`src/design/assert_macros.svh`:
```
// ----------------------------------------------------------------------------
// Assertion macros
// Concurrent assertion shorthands for the design files.
// ----------------------------------------------------------------------------
`ifndef ASSERT_MACROS_SVH
`define ASSERT_MACROS_SVH

`ifndef SYNTHESIS

`define ASSERT_IMPLIES(label, clk, rst, ante, cons, msg) \
   label: assert property (@(posedge clk) disable iff (rst) (ante) |-> (cons)) \
      else $error(msg);

`define ASSERT_NEXT(label, clk, rst, ante, cons, msg) \
   label: assert property (@(posedge clk) disable iff (rst) (ante) |=> (cons)) \
      else $error(msg);

`else

`define ASSERT_IMPLIES(label, clk, rst, ante, cons, msg)

`define ASSERT_NEXT(label, clk, rst, ante, cons, msg)

`endif

`endif

```
`src/design/mcmas_pkg.sv`:
```
// ----------------------------------------------------------------------------
// mcmas_pkg
// Shared types and constants of the matrix cell multiply/add/subtract engine.
// ----------------------------------------------------------------------------
package mcmas_pkg;

   localparam int ACTION_W = 3;
   localparam int INDEX_W  = 5;
   localparam int ENTRY_W  = 16;
   localparam int TERM_W   = 32;
   localparam int VALUE_W  = 40;
   localparam int CFG_W    = 5;
   localparam int CSR_IDX_W = 1;

   localparam logic [CFG_W-1:0] ROW_COUNT_RESET    = 5'd16;
   localparam logic [CFG_W-1:0] COLUMN_COUNT_RESET = 5'd16;

   localparam logic [CSR_IDX_W-1:0] CSR_ROW_COUNT    = 1'd0;
   localparam logic [CSR_IDX_W-1:0] CSR_COLUMN_COUNT = 1'd1;

   typedef enum logic [ACTION_W-1:0] {
      ACT_WRITE_A = 3'd0,
      ACT_WRITE_B = 3'd1,
      ACT_PRODUCT = 3'd2,
      ACT_SUM     = 3'd3,
      ACT_DIFF    = 3'd4
   } action_type;

   typedef enum logic [1:0] {
      ST_CLEAR,
      ST_IDLE,
      ST_RUN,
      ST_FINISH
   } state_type;

endpackage

```
`src/design/mcmas_mem.sv`:
```
// ----------------------------------------------------------------------------
// mcmas_mem
// Matrix entry store: one write port, one read port with registered data.
// ----------------------------------------------------------------------------
module mcmas_mem #(
   parameter int ADDR_W = 8
) (
   input  logic                                 clock,
   input  logic                                 we,
   input  logic [ADDR_W-1:0]                    waddr,
   input  logic signed [mcmas_pkg::ENTRY_W-1:0] wdata,
   input  logic [ADDR_W-1:0]                    raddr,
   output logic signed [mcmas_pkg::ENTRY_W-1:0] rdata
);

   localparam int DEPTH = 1 << ADDR_W;

   logic signed [mcmas_pkg::ENTRY_W-1:0] mem [DEPTH];
   logic signed [mcmas_pkg::ENTRY_W-1:0] rdata_ff;

   always_ff @(posedge clock) begin
      if (we) begin
         mem[waddr] <= wdata;
      end
      rdata_ff <= mem[raddr];
   end

   assign rdata = rdata_ff;

endmodule

```
`config.mk`:
```
export PLATFORM = sky130hd
export DESIGN_NAME = mcmas_mem
export DESIGN_NICKNAME = d
export VERILOG_FILES = /design/src/design/assert_macros.svh /design/src/design/mcmas_pkg.sv /design/src/design/mcmas_mem.sv
export SDC_FILE = /design/constraint.sdc
export NUM_CORES = 2
export LEC_CHECK = 0
export BUFFER_PORTS_ARGS = -buffer_cell sky130_fd_sc_hd__buf_2
export CORE_MARGIN = 3
export CORE_UTILIZATION = 45
export DETAILED_ROUTE_END_ITERATION = 8
export GPL_ROUTABILITY_DRIVEN = 1
export RECOVER_POWER = 100
export SLEW_MARGIN = 10
export SYNTH_ARGS = -nofsm -noshare
export SYNTH_HDL_FRONTEND = slang
export SYNTH_SLANG_ARGS = --single-unit
```
`constraint.sdc`:
```
create_clock -name clock -period 3.02 [get_ports clock]
set_input_delay 0.453 -clock clock [delete_from_list [all_inputs] [get_ports clock]]
set_output_delay 0.453 -clock clock [all_outputs]
set_load 0.1 [all_outputs]
```
==> flow_metrics.env <==
export IMPL_status="finished with violations"
export IMPL_violations="max-capacitance violations, max-slew violations, negative setup slack"
export IMPL_hpwl_um=268300
export IMPL_root_buffer="clkbuf_16"
export IMPL_cp_end_kind="flop"
export IMPL_synthDistinctLibCells=52
export IMPL_instances_no_fill=13290
export IMPL_setup_viol=1
export IMPL_ant_nets=0
export IMPL_die_x_um=599.9
export IMPL_finalClockSkew_ns=0.07167
export IMPL_wl_per_cell_um=32.33
export IMPL_dp_cells=12508
export IMPL_antenna_found_initial=34
export IMPL_viasPerCell=6.082
export IMPL_drtPass1Iterations=6
export IMPL_synth_top_area_share_pct=77.50
export IMPL_nets=8367
export IMPL_io_buffers=49
export IMPL_grt_max_degree=101
export IMPL_vias=80824
export IMPL_cts_sinks=4112
export IMPL_wl_um=429700
export IMPL_clk_pin_slew_ns=0.06
export IMPL_finalWorstSetupSlack_ns=-0.01927
export IMPL_area_growth_pct=15.63
export IMPL_cts_buffers=408
export IMPL_htreeDepth=5
export IMPL_die_h_um=599.9
export IMPL_layout_common_cells="edfxtp_1, mux4_2, mux2i_1"
export IMPL_leakage_nw=58.59
export IMPL_ios=50
export IMPL_synth_area_top_cells="edfxtp_1, mux4_2, mux2i_1"
export IMPL_slew_headroom_pct=-91.28
export IMPL_insertion_delay_ns=0.98
export IMPL_yosys_most_used_dff="edfxtp_1"
export IMPL_die_area_sq_um=359900
export IMPL_hp_class="input pin to flop"
export IMPL_place_congestion=0.8901
export IMPL_mostFrequentLayoutCell="edfxtp_1"
export IMPL_drcViolationCount=0
export IMPL_grt_setup_unrepaired="false"
export IMPL_drtIter0Drc=10527
export IMPL_ys_async_sr_fraction_pct=0
export IMPL_overflow=0
export IMPL_nFillCells=27109
export IMPL_criticalPathCategory="input pin to flop"
export IMPL_tns_ns=-0.01927
export IMPL_post_cts_buffers=0
export IMPL_yosys_warnings=0
export IMPL_power_density_nw_per_um2=654.8
export IMPL_vdd_drop_max_uv=522.3
export IMPL_maxCapViolCount=23
export IMPL_grt_pass1_wl_um=607500
export IMPL_tightest_slew_ns=2.869
export IMPL_syn_cell_area_sq_um=158700
export IMPL_synth_seq_cells=4112
export IMPL_path_max_fanout=21
export IMPL_start_kind="input pin"
export IMPL_drive_gt1_share_pct=27.02
export IMPL_core_area_sq_um=350200
export IMPL_arrival_ns=3.83
export IMPL_fin_hold_ws_ns=0.3493
export IMPL_period_minus_slack_ns=3.039
export IMPL_synth_enable_flop_cells=4096
export IMPL_synth_cells=7360
export IMPL_syn_nets=7394
export IMPL_ys_seq_area_share_pct=77.70
export IMPL_clk_path_buf_depth=4
export IMPL_rows=217
export IMPL_cts_tree="done"
export IMPL_hold_violations=0
export IMPL_max_freq_mhz=329.0
export IMPL_final_max_slew_violation_count=882
export IMPL_start_util_pct=45.31
export IMPL_cp_required_ns=3.81
export IMPL_syn_area_per_cell_sq_um=21.56
export IMPL_power_w=0.1202
export IMPL_synth_top_cell_by_area="edfxtp_1"
export IMPL_period_share_pct=100.6
export IMPL_grt_usage_pct=23.74
export IMPL_grt_pass1_vias=79953
-- power breakdown --
part / total (W) / switching [W] / internal (W)
registers: 0.0631 / 0.000128 / 0.0629
clock network: 0.0502 / 0.0217 / 0.0286
logic: 0.00685 / 0.00438 / 0.00247
total: 0.120 / 0.0262 / 0.0940
-- cell families (layout without fill, tap and decap cells) --
family,after synthesis,after routing,share of synthesized area [%]
buffers and inverters,456,1772,1.693
flip-flops,4112,4112,77.70
multiplexers,1450,1450,15.50
other,0,15,0
AO/OA/AOI/OAI,786,786,3.537
AND/OR/NAND/NOR,556,556,1.574
-- sequential cells by signal, indices dropped and copies added (netlist names) --
| name | cells |
|---|---|
| rdata | 16 |
| mem | 4096 |
-- layout make-up --
cell class	instances	area (sq um)	area share, %
sequential	4112	123300	67.20
clock inverter	260	2635	1.436
inverter	4	27.53	0.01500
clock buffer	493	10610	5.784
timing repair buffer	1015	8160	4.447
multi-input combinational	2792	32970	17.97
tap	4599	5754	3.136
antenna	15	37.54	0.02045
-- per-stage QoR --
stage | instance area, sq um | worst slack [ns] | util [%]
final | 183500 | -0.01927 | 52.40
after detailed placement | 171700 | -1.040 | 49.03
after floorplan | 158700 | 0.4020 | -
after global placement | 171700 | -1.004 | 49.03
after global routing | 183500 | 0.02981 | 52.39
after CTS | 185100 | 0.1151 | 52.86
-- path summary, 6_finish.rpt --
path,from,end,slack [ns],depth (start not counted)
max,raddr[0],rdata[10]$_DFF_P_,-0.02,11
min,raddr[7],rdata[12]$_DFF_P_,0.35,4
max reg2reg,mem[2][10]$_DFFE_PP_,rdata[10]$_DFF_P_,-0.01,8
min reg2reg,mem[216][11]$_DFFE_PP_,rdata[11]$_DFF_P_,1.11,6
-- Yosys cell counts (3+ instances only) --
cell       count
nor2b_1        9
edfxtp_1    4096
o221ai_1     252
a31oi_1        6
a22oi_1       43
buf_1         27
buf_2         76
nand4b_1       3
a22o_1        32
a211oi_1      18
a221oi_1      28
dfxtp_1       16
or2_2          4
inv_1          3
mux2i_1      565
o32ai_1       20
nand2b_1       3
nand3_1       35
buf_12         5
buf_8         11
o22ai_1      148
nand2_1       38
a2111oi_0      6
buf_6         77
o21ai_0       37
nand4_1       26
nor2_1       304
o31ai_1       16
mux4_2       797
a21oi_1      175
buf_4         26
and3_1        11
nor3_1        92
clkbuf_1     230
nor4_1        17
mux2_2        88
-- worst max-delay path, cell delays in order --
cell and delay (ns):
buf_12 0.24, buf_8 0.28, buf_4 0.22, mux4_2 0.52, mux2_2 0.28, a22oi_1 0.48, clkbuf_1 0.28, nand2_1 0.11
o32ai_1 0.62, buf_4 0.21, nor4_1 0.04
-- routing by layer --
metal / global-route usage (%) / routed length [um] / vias to the layer above
li1: - / - / 33297
met5: 0 / 40 / -
met1: 33.91 / 172400 / 43086
met4: 7.737 / 15780 / 6
met2: 37.47 / 204300 / 3777
met3: 3.995 / 37190 / 658
-- what timing repair did --
action / in CTS / in global routing
hold endpoints to repair: 464 / 0
gates resized for setup: 1 / 0
hold buffers: 14 / 0
setup endpoints to repair: 1 / 0
Power figures use the tool's default switching activity.
